### src/hw/rtl/gps_pkg.sv
// ----------------------------------------------------------------------------
// gps_pkg
// Shared types and constants for the gravity pull position step block.
// ----------------------------------------------------------------------------
package gps_pkg;

    // Configuration register indexes
    typedef logic [2:0] cfg_idx_t;
    localparam cfg_idx_t REG_OWN_WEIGHT = 3'd0;
    localparam cfg_idx_t REG_GRAV_CONST = 3'd1;
    localparam cfg_idx_t REG_START_X    = 3'd2;
    localparam cfg_idx_t REG_START_Y    = 3'd3;
    localparam cfg_idx_t REG_START_Z    = 3'd4;

    localparam logic [31:0] WEIGHT_RST = 32'h0001_0000;
    localparam logic [31:0] GRAV_RST   = 32'h0001_0000;

    // Gap threshold of 32.0 in Q16.16
    localparam logic [32:0] GAP_MIN = 33'h0_0020_0000;
    // Intermediate saturation level 2^62-1
    localparam logic [61:0] SAT_CAP = {62{1'b1}};

    // Serial unit
    localparam int ALU_W = 80;
    localparam int REM_W = 52;
    typedef logic [6:0] iter_t;
    localparam iter_t ITER_MUL32 = 7'd32;
    localparam iter_t ITER_SQ    = 7'd25;
    localparam iter_t ITER_SQRT  = 7'd25;
    localparam iter_t ITER_DIVF  = 7'd78;
    localparam iter_t ITER_DIVU  = 7'd41;
    localparam iter_t ITER_MULMV = 7'd17;

    typedef enum logic [1:0] {
        ALU_MUL,
        ALU_DIV,
        ALU_SQRT
    } alu_op_t;

    typedef struct packed {
        logic    go;
        alu_op_t op;
        iter_t   iters;
    } alu_req_t;

    // Position load from a start register write
    typedef struct packed {
        logic        en;
        cfg_idx_t    idx;
        logic [31:0] data;
    } pos_load_t;

    typedef enum logic [3:0] {
        S_IDLE,
        S_MA,
        S_MB,
        S_GAP,
        S_SQ,
        S_RT,
        S_DF,
        S_DU,
        S_MV,
        S_UPD,
        S_DONE
    } seq_state_t;

endpackage

### src/hw/rtl/gps_in_if.sv
// ----------------------------------------------------------------------------
// gps_in_if
// Input channel: other body position and weight.
// ----------------------------------------------------------------------------
interface gps_in_if;
    logic               valid;
    logic               ready;
    logic signed [31:0] other_x;
    logic signed [31:0] other_y;
    logic signed [31:0] other_z;
    logic        [31:0] other_weight;

    modport source (output valid, output other_x, output other_y, output other_z,
                    output other_weight, input ready);
    modport sink   (input valid, input other_x, input other_y, input other_z,
                    input other_weight, output ready);
endinterface

### src/hw/rtl/gps_out_if.sv
// ----------------------------------------------------------------------------
// gps_out_if
// Result channel: updated position and saturation flag.
// ----------------------------------------------------------------------------
interface gps_out_if;
    logic               valid;
    logic               ready;
    logic signed [31:0] new_x;
    logic signed [31:0] new_y;
    logic signed [31:0] new_z;
    logic               saturated;

    modport source (output valid, output new_x, output new_y, output new_z,
                    output saturated, input ready);
    modport sink   (input valid, input new_x, input new_y, input new_z,
                    input saturated, output ready);
endinterface

### src/hw/rtl/gravity_pull_position_step.sv
// ----------------------------------------------------------------------------
// gravity_pull_position_step
// Gravitational pull step on one kept body position, axes x, y, z in turn.
// ----------------------------------------------------------------------------
// Steps: a force term, then a gap check per axis; a far axis also runs squares,
//   root, two divides and one multiply in the shared bit-serial unit.
// Throughput: one item at a time; the next is taken once the step ends, while
//   the previous result may still wait in the output register.
// Reset: position 0, weight and G 1.0; no clearing pass.
module gravity_pull_position_step
    import gps_pkg::*;
(
    input  logic        clk,
    input  logic        rst_n,
    input  logic        cfg_we,
    input  cfg_idx_t    cfg_idx,
    input  logic [31:0] cfg_data,
    gps_in_if.sink      item,
    gps_out_if.source   result
);

    logic [31:0] own_weight_reg, own_weight_next;
    logic [31:0] grav_const_reg, grav_const_next;
    logic        out_valid_reg, out_valid_next;
    logic [31:0] out_x_reg, out_y_reg, out_z_reg;
    logic        out_sat_reg;

    logic        seq_idle, seq_done, start, res_free, sat;
    logic [31:0] pos_x, pos_y, pos_z;
    pos_load_t   load;

    assign start      = item.valid && item.ready;
    assign item.ready = seq_idle;
    assign res_free   = !out_valid_reg || result.ready;
    assign load.en    = cfg_we;
    assign load.idx   = cfg_idx;
    assign load.data  = cfg_data;

    gps_seq u_seq (
        .clk          (clk),
        .rst_n        (rst_n),
        .start        (start),
        .other_x      (item.other_x),
        .other_y      (item.other_y),
        .other_z      (item.other_z),
        .other_weight (item.other_weight),
        .own_weight   (own_weight_reg),
        .grav_const   (grav_const_reg),
        .load         (load),
        .res_free     (res_free),
        .idle         (seq_idle),
        .done         (seq_done),
        .pos_x        (pos_x),
        .pos_y        (pos_y),
        .pos_z        (pos_z),
        .saturated    (sat)
    );

    // Configuration writes
    always_comb
    begin
        own_weight_next = own_weight_reg;
        grav_const_next = grav_const_reg;
        if (cfg_we)
        begin
            case (cfg_idx)
                REG_OWN_WEIGHT: own_weight_next = cfg_data;
                REG_GRAV_CONST: grav_const_next = cfg_data;
                default:        own_weight_next = own_weight_reg;
            endcase
        end
    end

    // Hold a result until its transfer
    always_comb
    begin
        if (seq_done)
            out_valid_next = 1'b1;
        else if (result.ready)
            out_valid_next = 1'b0;
        else
            out_valid_next = out_valid_reg;
    end

    always_ff @(posedge clk or negedge rst_n)
    begin
        if (!rst_n)
        begin
            own_weight_reg <= WEIGHT_RST;
            grav_const_reg <= GRAV_RST;
            out_valid_reg  <= 1'b0;
        end
        else
        begin
            own_weight_reg <= own_weight_next;
            grav_const_reg <= grav_const_next;
            out_valid_reg  <= out_valid_next;
        end
    end

    always_ff @(posedge clk)
    begin
        if (seq_done)
        begin
            out_x_reg   <= pos_x;
            out_y_reg   <= pos_y;
            out_z_reg   <= pos_z;
            out_sat_reg <= sat;
        end
    end

    assign result.valid     = out_valid_reg;
    assign result.new_x     = out_x_reg;
    assign result.new_y     = out_y_reg;
    assign result.new_z     = out_z_reg;
    assign result.saturated = out_sat_reg;

`ifndef NO_ASSERTIONS
    a_no_overwrite: assert property (@(posedge clk) disable iff (!rst_n)
        seq_done |-> (!out_valid_reg || result.ready))
        else $error("result overwritten before its transfer");
`endif

endmodule

### src/hw/rtl/gps_serial_alu.sv
// ----------------------------------------------------------------------------
// gps_serial_alu
// Shared bit-serial unit: shift-add multiply, restoring divide and
// square root, one bit (two radicand bits for the root) per cycle.
// ----------------------------------------------------------------------------
module gps_serial_alu
    import gps_pkg::*;
(
    input  logic             clk,
    input  logic             rst_n,
    input  alu_req_t         req,
    input  logic [ALU_W-1:0] opa,
    input  logic [ALU_W-1:0] opb,
    output logic             done,
    output logic [ALU_W-1:0] res
);

    logic [ALU_W-1:0] a_reg, a_next;
    logic [ALU_W-1:0] b_reg, b_next;
    logic [ALU_W-1:0] p_reg, p_next;
    logic [REM_W-1:0] r_reg, r_next;
    iter_t            cnt_reg, cnt_next;
    alu_op_t          op_reg, op_next;
    logic             busy_reg, busy_next;
    logic             done_reg, done_next;

    logic [ALU_W-1:0] mul_sum;
    logic [REM_W-1:0] div_t;
    logic [REM_W-1:0] sq_t;
    logic [REM_W-1:0] sq_trial;

    // One step of each operation
    always_comb
    begin
        mul_sum  = {p_reg[ALU_W-2:0], 1'b0} + (b_reg[ALU_W-1] ? a_reg : '0);
        div_t    = {r_reg[REM_W-2:0], a_reg[ALU_W-1]};
        sq_t     = {r_reg[REM_W-3:0], a_reg[ALU_W-1:ALU_W-2]};
        sq_trial = {p_reg[REM_W-3:0], 2'b01};

        a_next    = a_reg;
        b_next    = b_reg;
        p_next    = p_reg;
        r_next    = r_reg;
        op_next   = op_reg;
        cnt_next  = cnt_reg;
        busy_next = busy_reg;
        done_next = 1'b0;

        if (req.go)
        begin
            a_next    = opa;
            b_next    = opb;
            p_next    = '0;
            r_next    = '0;
            op_next   = req.op;
            cnt_next  = req.iters;
            busy_next = 1'b1;
        end
        else if (busy_reg)
        begin
            cnt_next  = cnt_reg - iter_t'(1);
            busy_next = (cnt_reg != iter_t'(1));
            done_next = (cnt_reg == iter_t'(1));
            case (op_reg)
                ALU_MUL:
                begin
                    p_next = mul_sum;
                    b_next = {b_reg[ALU_W-2:0], 1'b0};
                end
                ALU_DIV:
                begin
                    a_next = {a_reg[ALU_W-2:0], 1'b0};
                    if (div_t >= b_reg[REM_W-1:0])
                    begin
                        r_next = div_t - b_reg[REM_W-1:0];
                        p_next = {p_reg[ALU_W-2:0], 1'b1};
                    end
                    else
                    begin
                        r_next = div_t;
                        p_next = {p_reg[ALU_W-2:0], 1'b0};
                    end
                end
                ALU_SQRT:
                begin
                    a_next = {a_reg[ALU_W-3:0], 2'b00};
                    if (sq_t >= sq_trial)
                    begin
                        r_next = sq_t - sq_trial;
                        p_next = {p_reg[ALU_W-2:0], 1'b1};
                    end
                    else
                    begin
                        r_next = sq_t;
                        p_next = {p_reg[ALU_W-2:0], 1'b0};
                    end
                end
                default:
                begin
                    p_next = p_reg;
                end
            endcase
        end
    end

    // Control state
    always_ff @(posedge clk or negedge rst_n)
    begin
        if (!rst_n)
        begin
            busy_reg <= 1'b0;
            done_reg <= 1'b0;
            cnt_reg  <= '0;
            op_reg   <= ALU_MUL;
        end
        else
        begin
            busy_reg <= busy_next;
            done_reg <= done_next;
            cnt_reg  <= cnt_next;
            op_reg   <= op_next;
        end
    end

    // Operand and accumulator shift registers
    always_ff @(posedge clk)
    begin
        a_reg <= a_next;
        b_reg <= b_next;
        p_reg <= p_next;
        r_reg <= r_next;
    end

    assign done = done_reg;
    assign res  = p_reg;

`ifndef NO_ASSERTIONS
    a_go_idle: assert property (@(posedge clk) disable iff (!rst_n) req.go |-> !busy_reg)
        else $error("serial unit started while busy");
    a_done_end: assert property (@(posedge clk) disable iff (!rst_n) done_reg |-> !busy_reg)
        else $error("serial unit done while still iterating");
`endif

endmodule

### src/hw/rtl/gps_seq.sv
// ----------------------------------------------------------------------------
// gps_seq
// Step sequencer: holds the position, walks the axes and drives the
// shared serial unit through force, square, root, quotient and move terms.
// ----------------------------------------------------------------------------
module gps_seq
    import gps_pkg::*;
(
    input  logic               clk,
    input  logic               rst_n,
    input  logic               start,
    input  logic signed [31:0] other_x,
    input  logic signed [31:0] other_y,
    input  logic signed [31:0] other_z,
    input  logic        [31:0] other_weight,
    input  logic        [31:0] own_weight,
    input  logic        [31:0] grav_const,
    input  pos_load_t          load,
    input  logic               res_free,
    output logic               idle,
    output logic               done,
    output logic signed [31:0] pos_x,
    output logic signed [31:0] pos_y,
    output logic signed [31:0] pos_z,
    output logic               saturated
);

    seq_state_t state_reg, state_next;
    logic [1:0]  k_reg, k_next;
    logic [1:0]  j_reg, j_next;
    logic        issued_reg, issued_next;
    logic        sat_reg, sat_next;
    logic        dir_reg, dir_next;
    logic [31:0] px_reg, px_next, py_reg, py_next, pz_reg, pz_next;
    logic [31:0] ox_reg, ox_next, oy_reg, oy_next, oz_reg, oz_next, w_reg, w_next;
    logic [47:0] a_reg, a_next;
    logic [61:0] b_reg, b_next;
    logic [24:0] g0_reg, g0_next, g1_reg, g1_next, g2_reg, g2_next;
    logic [49:0] r2_reg, r2_next;
    logic [24:0] rt_reg, rt_next;
    logic [51:0] f_reg, f_next;
    logic [16:0] u_reg, u_next;
    logic [52:0] mv_reg, mv_next;

    alu_req_t         req;
    logic [ALU_W-1:0] opa, opb, res;
    logic             alu_done;

    logic [32:0] dx, dy, dz, mx, my, mz;
    logic        far;
    logic [24:0] g8k;
    logic [31:0] posk;
    logic [54:0] pos_ext, mv_ext, nv;
    logic        ovf_hi, ovf_lo;
    logic [31:0] nv_sat;

    gps_serial_alu u_alu (
        .clk   (clk),
        .rst_n (rst_n),
        .req   (req),
        .opa   (opa),
        .opb   (opb),
        .done  (alu_done),
        .res   (res)
    );

    // Gaps from the current, partly updated position
    always_comb
    begin
        dx  = {px_reg[31], px_reg} - {ox_reg[31], ox_reg};
        dy  = {py_reg[31], py_reg} - {oy_reg[31], oy_reg};
        dz  = {pz_reg[31], pz_reg} - {oz_reg[31], oz_reg};
        mx  = dx[32] ? (~dx + 33'd1) : dx;
        my  = dy[32] ? (~dy + 33'd1) : dy;
        mz  = dz[32] ? (~dz + 33'd1) : dz;
        far = (mx >= GAP_MIN) || (my >= GAP_MIN) || (mz >= GAP_MIN);
        case (k_reg)
            2'd0:    begin g8k = g0_reg; posk = px_reg; end
            2'd1:    begin g8k = g1_reg; posk = py_reg; end
            default: begin g8k = g2_reg; posk = pz_reg; end
        endcase
    end

    // Move and clamp to the signed 32-bit range
    always_comb
    begin
        pos_ext = {{23{posk[31]}}, posk};
        mv_ext  = {2'b00, mv_reg};
        nv      = dir_reg ? (pos_ext + mv_ext) : (pos_ext - mv_ext);
        ovf_hi  = !nv[54] && (nv[53:31] != '0);
        ovf_lo  = nv[54] && (nv[53:31] != '1);
        if (ovf_hi)
            nv_sat = 32'h7FFF_FFFF;
        else if (ovf_lo)
            nv_sat = 32'h8000_0000;
        else
            nv_sat = nv[31:0];
    end

    // Next state, serial unit requests and datapath updates
    always_comb
    begin
        state_next  = state_reg;
        k_next      = k_reg;
        j_next      = j_reg;
        issued_next = issued_reg;
        sat_next    = sat_reg;
        dir_next    = dir_reg;
        px_next = px_reg; py_next = py_reg; pz_next = pz_reg;
        ox_next = ox_reg; oy_next = oy_reg; oz_next = oz_reg; w_next = w_reg;
        a_next  = a_reg;  b_next  = b_reg;
        g0_next = g0_reg; g1_next = g1_reg; g2_next = g2_reg;
        r2_next = r2_reg; rt_next = rt_reg; f_next = f_reg; u_next = u_reg;
        mv_next = mv_reg;
        req.go    = 1'b0;
        req.op    = ALU_MUL;
        req.iters = ITER_MUL32;
        opa       = '0;
        opb       = '0;
        idle      = 1'b0;
        done      = 1'b0;

        // Pick the operation of the current state
        case (state_reg)
            S_MA:
            begin
                opa = {48'b0, own_weight};
                opb = {w_reg, 48'b0};
            end
            S_MB:
            begin
                opa = {32'b0, a_reg};
                opb = {grav_const, 48'b0};
            end
            S_SQ:
            begin
                req.iters = ITER_SQ;
                opa = {55'b0, g0_reg};
                opb = {g0_reg, 55'b0};
            end
            S_RT:
            begin
                req.op    = ALU_SQRT;
                req.iters = ITER_SQRT;
                opa = {r2_reg, 30'b0};
            end
            S_DF:
            begin
                req.op    = ALU_DIV;
                req.iters = ITER_DIVF;
                opa = {b_reg, 18'b0};
                opb = {30'b0, r2_reg};
            end
            S_DU:
            begin
                req.op    = ALU_DIV;
                req.iters = ITER_DIVU;
                opa = {g8k, 55'b0};
                opb = {55'b0, rt_reg};
            end
            S_MV:
            begin
                req.iters = ITER_MULMV;
                opa = {28'b0, f_reg};
                opb = {u_reg, 63'b0};
            end
            default:
            begin
                opa = '0;
            end
        endcase

        if (state_reg == S_MA || state_reg == S_MB || state_reg == S_SQ
            || state_reg == S_RT || state_reg == S_DF || state_reg == S_DU
            || state_reg == S_MV)
        begin
            req.go = !issued_reg;
            if (!issued_reg)
                issued_next = 1'b1;
            else if (alu_done)
                issued_next = 1'b0;
        end

        case (state_reg)
            S_IDLE:
            begin
                idle = 1'b1;
                if (load.en)
                begin
                    case (load.idx)
                        REG_START_X: px_next = load.data;
                        REG_START_Y: py_next = load.data;
                        REG_START_Z: pz_next = load.data;
                        default:     px_next = px_reg;
                    endcase
                end
                if (start)
                begin
                    ox_next    = other_x;
                    oy_next    = other_y;
                    oz_next    = other_z;
                    w_next     = other_weight;
                    k_next     = 2'd0;
                    sat_next   = 1'b0;
                    state_next = S_MA;
                end
            end
            S_MA:
            begin
                if (alu_done)
                begin
                    a_next     = res[63:16];
                    state_next = S_MB;
                end
            end
            S_MB:
            begin
                if (alu_done)
                begin
                    b_next     = (res[79:78] != 2'b00) ? SAT_CAP : res[77:16];
                    state_next = S_GAP;
                end
            end
            S_GAP:
            begin
                g0_next = mx[32:8];
                g1_next = my[32:8];
                g2_next = mz[32:8];
                case (k_reg)
                    2'd0:    dir_next = dx[32];
                    2'd1:    dir_next = dy[32];
                    default: dir_next = dz[32];
                endcase
                r2_next = '0;
                j_next  = 2'd0;
                if (far)
                    state_next = S_SQ;
                else if (k_reg == 2'd2)
                    state_next = S_DONE;
                else
                    k_next = k_reg + 2'd1;
            end
            S_SQ:
            begin
                // Accumulate squares, rotating the gaps back to axis order
                if (alu_done)
                begin
                    r2_next = r2_reg + res[49:0];
                    g0_next = g1_reg;
                    g1_next = g2_reg;
                    g2_next = g0_reg;
                    j_next  = j_reg + 2'd1;
                    if (j_reg == 2'd2)
                        state_next = S_RT;
                end
            end
            S_RT:
            begin
                if (alu_done)
                begin
                    rt_next    = res[24:0];
                    state_next = S_DF;
                end
            end
            S_DF:
            begin
                if (alu_done)
                begin
                    f_next     = res[51:0];
                    state_next = S_DU;
                end
            end
            S_DU:
            begin
                if (alu_done)
                begin
                    u_next     = res[16:0];
                    state_next = S_MV;
                end
            end
            S_MV:
            begin
                if (alu_done)
                begin
                    mv_next    = res[68:16];
                    state_next = S_UPD;
                end
            end
            S_UPD:
            begin
                case (k_reg)
                    2'd0:    px_next = nv_sat;
                    2'd1:    py_next = nv_sat;
                    default: pz_next = nv_sat;
                endcase
                sat_next = sat_reg | ovf_hi | ovf_lo;
                if (k_reg == 2'd2)
                    state_next = S_DONE;
                else
                begin
                    k_next     = k_reg + 2'd1;
                    state_next = S_GAP;
                end
            end
            S_DONE:
            begin
                done = res_free;
                if (res_free)
                    state_next = S_IDLE;
            end
            default:
            begin
                state_next = S_IDLE;
            end
        endcase
    end

    // Control and position state
    always_ff @(posedge clk or negedge rst_n)
    begin
        if (!rst_n)
        begin
            state_reg  <= S_IDLE;
            k_reg      <= '0;
            j_reg      <= '0;
            issued_reg <= 1'b0;
            sat_reg    <= 1'b0;
            px_reg     <= '0;
            py_reg     <= '0;
            pz_reg     <= '0;
        end
        else
        begin
            state_reg  <= state_next;
            k_reg      <= k_next;
            j_reg      <= j_next;
            issued_reg <= issued_next;
            sat_reg    <= sat_next;
            px_reg     <= px_next;
            py_reg     <= py_next;
            pz_reg     <= pz_next;
        end
    end

    // Working values
    always_ff @(posedge clk)
    begin
        dir_reg <= dir_next;
        ox_reg  <= ox_next;
        oy_reg  <= oy_next;
        oz_reg  <= oz_next;
        w_reg   <= w_next;
        a_reg   <= a_next;
        b_reg   <= b_next;
        g0_reg  <= g0_next;
        g1_reg  <= g1_next;
        g2_reg  <= g2_next;
        r2_reg  <= r2_next;
        rt_reg  <= rt_next;
        f_reg   <= f_next;
        u_reg   <= u_next;
        mv_reg  <= mv_next;
    end

    assign pos_x     = px_reg;
    assign pos_y     = py_reg;
    assign pos_z     = pz_reg;
    assign saturated = sat_reg;

`ifndef NO_ASSERTIONS
    a_done_issued: assert property (@(posedge clk) disable iff (!rst_n)
        alu_done |-> issued_reg)
        else $error("serial unit finished with no request outstanding");
    a_start_run: assert property (@(posedge clk) disable iff (!rst_n)
        (start && state_reg == S_IDLE) |=> state_reg == S_MA)
        else $error("accepted item did not start a step");
`endif

endmodule
### src/flat_wrapper.sv
// flat-port wrapper written by rule: the top's interface ports become plain ports
module gravity_pull_position_step_flat import gps_pkg::*;
  (clk, rst_n, cfg_we, cfg_idx, cfg_data, item_valid, item_other_x, item_other_y, item_other_z, item_other_weight, item_ready, result_valid, result_new_x, result_new_y, result_new_z, result_saturated, result_ready);
  gps_in_if item_i ();
  gps_out_if result_i ();
  input  logic clk;
  input  logic rst_n;
  input  logic cfg_we;
  input  cfg_idx_t cfg_idx;
  input  logic [31:0] cfg_data;
  input wire logic [$bits(item_i.valid)-1:0] item_valid;
  input wire logic [$bits(item_i.other_x)-1:0] item_other_x;
  input wire logic [$bits(item_i.other_y)-1:0] item_other_y;
  input wire logic [$bits(item_i.other_z)-1:0] item_other_z;
  input wire logic [$bits(item_i.other_weight)-1:0] item_other_weight;
  output wire logic [$bits(item_i.ready)-1:0] item_ready;
  output wire logic [$bits(result_i.valid)-1:0] result_valid;
  output wire logic [$bits(result_i.new_x)-1:0] result_new_x;
  output wire logic [$bits(result_i.new_y)-1:0] result_new_y;
  output wire logic [$bits(result_i.new_z)-1:0] result_new_z;
  output wire logic [$bits(result_i.saturated)-1:0] result_saturated;
  input wire logic [$bits(result_i.ready)-1:0] result_ready;
  assign item_i.valid = item_valid;
  assign item_i.other_x = item_other_x;
  assign item_i.other_y = item_other_y;
  assign item_i.other_z = item_other_z;
  assign item_i.other_weight = item_other_weight;
  assign item_ready = item_i.ready;
  assign result_valid = result_i.valid;
  assign result_new_x = result_i.new_x;
  assign result_new_y = result_i.new_y;
  assign result_new_z = result_i.new_z;
  assign result_saturated = result_i.saturated;
  assign result_i.ready = result_ready;
  gravity_pull_position_step u_core (.clk(clk), .rst_n(rst_n), .cfg_we(cfg_we), .cfg_idx(cfg_idx), .cfg_data(cfg_data), .item(item_i), .result(result_i));
endmodule
### config.mk
export PLATFORM = sky130hd
export DESIGN_NAME = gravity_pull_position_step_flat
export DESIGN_NICKNAME = d
export VERILOG_FILES = /design/src/hw/rtl/gps_pkg.sv /design/src/hw/rtl/gps_in_if.sv /design/src/hw/rtl/gps_out_if.sv /design/src/hw/rtl/gravity_pull_position_step.sv /design/src/hw/rtl/gps_serial_alu.sv /design/src/hw/rtl/gps_seq.sv /design/src/flat_wrapper.sv
export SDC_FILE = /design/constraint.sdc
export NUM_CORES = 2
export LEC_CHECK = 0
export ABC_AREA = 1
export ABC_CLOCK_PERIOD_IN_PS = 19220
export BUFFER_PORTS_ARGS = -buffer_cell sky130_fd_sc_hd__buf_2
export CAP_MARGIN = 20
export CORE_MARGIN = 2
export CORE_UTILIZATION = 30
export DETAILED_ROUTE_END_ITERATION = 8
export PLACE_DENSITY = 0.49
export SLEW_MARGIN = 25
export SYNTH_ARGS = -nofsm -noshare
export SYNTH_HDL_FRONTEND = slang
export SYNTH_HIERARCHICAL = 1
export SYNTH_SLANG_ARGS = --single-unit
### constraint.sdc
create_clock -name clk -period 19.22 [get_ports clk]
set_input_delay 1.922 -clock clk [delete_from_list [all_inputs] [get_ports clk]]
set_output_delay 1.922 -clock clk [all_outputs]
set_load 0.02 [all_outputs]
After elaboration in Yosys (flattened, before gate mapping). Cells that the tools add are included.

Flip-flop bits (word level): 1081. Latch bits: 0. RAM bits: 0. ROM bits: 0. Input port bits: 168. Output and inout bits: 99. Logic and storage cells: 238. Memories kept: 0.

$add $sub $neg: 15. $mul: 0. Divide/modulo/power cells: 0. Magnitude comparators: 5. Eq/ne operators: 41. Shift operators: 0. Muxes and demuxes: 81. Bitwise gates (word level): 5. Reductions and logical operators: 53.

Operators by type and width (count): one-hot mux 80 bit (7 select lines) (1); two-way mux 80 bit (6); one-hot mux 80 bit (6 select lines) (1); two-way mux 32 bit (11); one-hot mux 32 bit (2 select lines) (4); one-hot mux 80 bit (3 select lines) (1); one-hot mux 25 bit (2 select lines) (4); one-hot mux 80 bit (2 select lines) (1); greater-or-equal comparator 52 bit (2); two-way mux 51 bit (2); one-hot mux 51 bit (2 select lines) (1); subtractor 51 bit (2); one-hot mux 50 bit (2 select lines) (1); adder 33 x 1 -> 33 bit (second input constant) (3); greater-or-equal comparator 33 x 22 -> 1 bit (second input constant) (3); two-way mux 33 bit (3); NOT 33 bit (3); subtractor 32 x 32 -> 33 bit (3); adder 80 bit (1); two-way mux 25 bit (3); adder 32 x 54 -> 55 bit (1); two-way mux 55 bit (1); subtractor 32 x 54 -> 55 bit (1); two-way mux 4 bit (13); 42 further kinds (128).

Depth between registers and ports, before layout.
Depth in word-level cells: 10. Depth in mapped cells: 39. Mapped depth without buffers: 38.

Cells and area by module. The synthesis kept the hierarchy.

Modules (own cells, without submodules): gps_seq (instances 1, cells an instance 6070, area each 44187.4 µm², sequential area each 17997.3 µm²); gps_serial_alu (instances 1, cells an instance 5283, area each 31221.2 µm², sequential area each 7702.4 µm²); gravity_pull_position_step (instances 1, cells an instance 386, area each 5579.1 µm², sequential area each 4541.9 µm²).

Worst setup path after synthesis. No wires, ideal clock.

Path type: reg-to-reg. Start point: register u_core.u_seq.state_reg[2]. End point: register u_core.u_seq.j_reg[1]. Setup time: 0.130 ns. Arrival time: 11.043 ns. Required time: 19.090 ns. Path slack: 8.047 ns. Cell stages (with the launch flop): 9. Buffers on the path: 0. Period minus slack after synthesis: 11.173 ns. Path through: dfrtp_1 inv_1 nor2_1 inv_1 nor2_1 inv_2 o21ai_0 inv_1 o31ai_1.

Cells in the longest elaborated chain, start to end: 3. Elaborated cells between the ends (all ways): 6. Classes of those cells: 3 x eq/ne; 1 x mux; 2 x reduce/logical.

RTL lines: start: declaration (RTL line gps_seq.sv:28) `seq_state_t state_reg, state_next;`; start signal: assignment (RTL line gps_seq.sv:334) `state_reg <= state_next;`; equality test 4 x 3 -> 1 bit / equality test 4 x 2 -> 1 bit (equally long branches) (RTL line gps_seq.sv:184) `case (state_reg)`; != test 2 x 1 -> 1 bit (no source line) / nonzero test 2 bit (equally long branches); AND reduction 2 bit (no source line); end signal: assignment (RTL line gps_seq.sv:336) `j_reg <= j_next;`; end: declaration (RTL line gps_seq.sv:30) `logic [1:0] j_reg, j_next;`.

Parallel ways exist; a longest one is shown, timed or not. A chain may end at the register's enable or synchronous reset.

Worst setup path in the final report.
Start point: register u_core.u_seq.mv_reg[0]. End point: register u_core.u_seq.px_reg[8], in the netlist u_core/u_seq/pos_x[8].

Cells in the longest elaborated chain, start to end: 8. Elaborated cells between the ends (all ways): 12. Classes of those cells: 2 x add/sub; 1 x eq/ne; 5 x mux; 4 x reduce/logical.

RTL lines: start: declaration (RTL line gps_seq.sv:43) `logic [52:0] mv_reg, mv_next;`; start signal: assignment (RTL line gps_seq.sv:362) `mv_reg <= mv_next;`; subtractor 32 x 54 -> 55 bit / adder 32 x 54 -> 55 bit (equally long branches) (RTL line gps_seq.sv:89) `nv = dir_reg ? (pos_ext + mv_ext) : (pos_ext - mv_ext);`; two-way mux 55 bit * (RTL line gps_seq.sv:89); != test 23 bit (RTL line gps_seq.sv:91) `ovf_lo = nv[54] && (nv[53:31] != '1);`; logical AND 1 bit (RTL line gps_seq.sv:91); two-way mux 32 bit (RTL line gps_seq.sv:94) `else if (ovf_lo)`; two-way mux 32 bit * (RTL line gps_seq.sv:92) `if (ovf_hi)`; two-way mux 32 bit * (RTL line gps_seq.sv:291) `case (k_reg)`; one-hot mux 32 bit (2 select lines) * (RTL line gps_seq.sv:184); end signal: assignment (RTL line gps_seq.sv:339) `px_reg <= px_next;`; end: declaration (RTL line gps_seq.sv:34) `logic [31:0] px_reg, px_next, py_reg, py_next, pz_reg, pz_next;`.

Every way passes the cells marked *; elsewhere a longest branch is shown, timed or not. The select of a mux whose other input is x is not followed.

==> results_dict.tcl <==
set metrics [dict create \
    path_delay_family "simple AND/OR/NAND/NOR gates" \
    worstSkewPairLatency_ps 840 \
    placement.io_buffers 266 \
    cts_htree_levels 4 \
    detail_route.wl_per_cell_microns 23.43 \
    upper_clock_frequency_limit_mhz 149.1 \
    fillers 29157 \
    avgSynthCellArea_sq_um 6.899 \
    holdBufCountCts 0 \
    yosys.area.top_type_share 0.2848 \
    rrSetupSlack_ps 12510 \
    m1WireLength_microns 166600 \
    clock_tree_from_tritoncts "done" \
    route.antenna.remaining_nets 0 \
    result_of_the_run "finished clean" \
    yosys-top-cells-area "edfxtp_1 (28%), nand2_1 (18%), inv_1 (8.3%)" \
    critPathMostFrequentCell "nand2_1" \
    synth_area_sq_um 80990 \
    holdCritPathClass "reg2reg" \
    chipWidth_microns 523.6 \
    die_area_sq_um 274100 \
    critPathMaxStageDelay_ps 700 \
    endpoint_kind "register" \
    slew_limit_fails 0 \
    postRouteWirelength_microns 365400 \
    postSynthCellCount 11739 \
    worst_pin_slew_ps 1162 \
    drt_drc_violations_left 0 \
    grt_setup_unrepaired "no" \
    synth-main-ff-cell "edfxtp_1" \
    initial_core_util 0.3020 \
    relSlewSlack 0.2253 \
    final.period_utilization 0.3489 \
    worst_setup_path_start_kind "register" \
    timing.critical_path.arrival_ps 7400 \
    cts_num_sinks 1081 \
    critical_path.max_fanout 29 \
    std_cell_rows 190 \
    crit_type "reg2reg" \
    drt_iter0_markers 9474 \
    first_global_vias 72469 \
    layout-area-overhead-vs-synth_pct 12.20 \
    highest_layer "met5" \
    ys_types 72 \
    post_cts_setup_buffer_count 0 \
    crit_path_top_delay_cell "xor2_1" \
    finish.utilization 0.3389 \
    final.min_clock_period_ps 6705 \
    worst_setup_hold_path_clk_slew_ps 60 \
    clock-skew-final_ps 107.3 \
    final.setup.tns_ps 0 \
    synthesized_net_count 12309 \
    first_pass_iteration_count_of_the_detailed_router 7 \
    global_route_wire_length_before_repair_microns 519100 \
    grt_util_all_layers 0.2580 \
    cts-root-to-sink-buffers 4 \
    tritoncts.num_buffers 142 \
    wl_met3_microns 32750 \
    critical_path_buf_inv_count 2 \
    chipHeight_microns 523.6 \
    final-setup-viol-count 0 \
    drv_cap 0 \
    dr_wl_met2_microns 151800 \
    core_area_sq_um 268200 \
    final_net_count 12506 \
    vias 80034 \
    globalRouteOverflowTotal 0 \
    synth.yosys.seq_area_share 0.3734 \
    synth_async_sr_flop_share 0.1684 \
    hold_viol 0 \
    critPathRequiredTime_ps 19910 \
    ys.warnings.count 6 \
    routabilityCongestion 1.032 \
    drive_above_1_share 0.07419 \
    largest_area_contributor_in_the_netlist "edfxtp_1" \
    maximum_number_of_pins_on_one_net_before_global_route_repair 126 \
    ios 267 \
    routed_via_density 5.131 \
    dp_wirelength_microns 292200 \
    ys_ff_latch 1081 \
    grt_antenna_before_repair 23 \
    cts_root_buffer "clkbuf_16" \
    synth_enable_flop_cells 768 \
    cts.repair.resized 0 \
]
==> path summary, 6_finish.rpt <==
path / start / end / cells after the start
worst max-delay path: u_core/u_seq/mv_reg[0] / u_core/u_seq/pos_x[8] / 28
worst min-delay path: u_core/own_weight_reg[16] / u_core/own_weight_reg[16] / 2
worst max register to register: u_core/u_seq/mv_reg[0] / u_core/u_seq/pos_x[8] / 28
worst min register to register: u_core/own_weight_reg[16] / u_core/own_weight_reg[16] / 2
max in group asynchronous: rst_n / u_core/grav_const_reg[9] / 3
min in group asynchronous: rst_n / u_core/u_seq/pos_y[7] / 1
==> cell type report <==
cell class              count  area (sq um)  area share
multi-input cells        8517         42700      0.4699
inverters                1819          6835     0.07522
well taps                3552          4444     0.04891
diodes                      9         22.52   0.0002478
clock inverters            56         606.8    0.006678
repair buffers            375          2171     0.02389
clock buffers             188          3849     0.04235
flip-flops and latches   1081         30240      0.3328
==> synth_stat cells (131+ instances only) <==
cell / number
nand2_1: 3869
inv_1: 1788
nor2_1: 1019
nand3_1: 813
a21oi_1: 795
edfxtp_1: 768
o21ai_0: 423
ha_1: 395
clkbuf_1: 250
nand4_1: 216
dfrtp_1: 180
xor2_1: 154
dfxtp_1: 131
==> logic make-up (layout without fill, tap and decap cells) <==
group                    Yosys count  count (layout)  synth area share
AND/OR/NAND/NOR                 6298            6298            0.3260
buffers and inverters           2141            2438            0.1017
AO/OA/AOI/OAI                   1580            1580            0.1105
flip-flops                      1081            1081            0.3734
adder cells (fa/ha/maj)          402             402           0.06275
XOR/XNOR                         237             237           0.02563
other                              0               9                 0
==> worst reg2reg max path, delay by kind of cell (launching register included) <==
kind / cells / cell delay, ps
simple gates: 18 / 3120
compound gates: 5 / 1180
fa+ha+maj: 1 / 380
buf+inv: 2 / 570
flops: 1 / 450
xor+xnor: 2 / 890
==> layer usage <==
| metal | up-vias | track usage |
|---|---|---|
| li1 | 38350 | - |
| met1 | 37799 | 0.3760 |
| met2 | 3427 | 0.3819 |
| met3 | 450 | 0.04284 |
| met4 | 8 | 0.08911 |
| met5 | - | 0 |
==> through the flow <==
stage	std cells	hold WS (ps)	worst slack [ps]	cell area [sq um]
2_1_floorplan	11739	424.9	8047	80990
3_3_place_gp	15344	452.9	12660	86380
3_5_place_dp	15344	458.5	12730	86380
4_1_cts	15588	464.3	12700	90840
5_1_grt	15589	476.6	11890	90850
6_report	15597	465.9	12510	90870
==> cells in the final DEF, fill, tap and decap left out, types with 28 or more instances in the layout <==
cell type / count
nand2_1: 3868
inv_1: 1786
nor2_1: 1002
nand3_1: 813
a21oi_1: 792
edfxtp_1: 768
o21ai_0: 422
ha_1: 391
buf_2: 265
nand4_1: 216
dfrtp_1: 180
xor2_1: 154
clkbuf_16: 144
dfxtp_1: 130
buf_4: 108
xnor2_1: 83
nor3_1: 79
or2_2: 62
nand2_2: 58
o21bai_1: 57
a31oi_1: 55
o211ai_1: 42
clkbuf_1: 36
nor2_2: 36
nand3b_1: 35
a21o_1: 31
nor2_4: 30
inv_2: 28
Power is not shown: default switching activity piles up to over one toggle a cycle in this logic, so the estimate is an artifact.
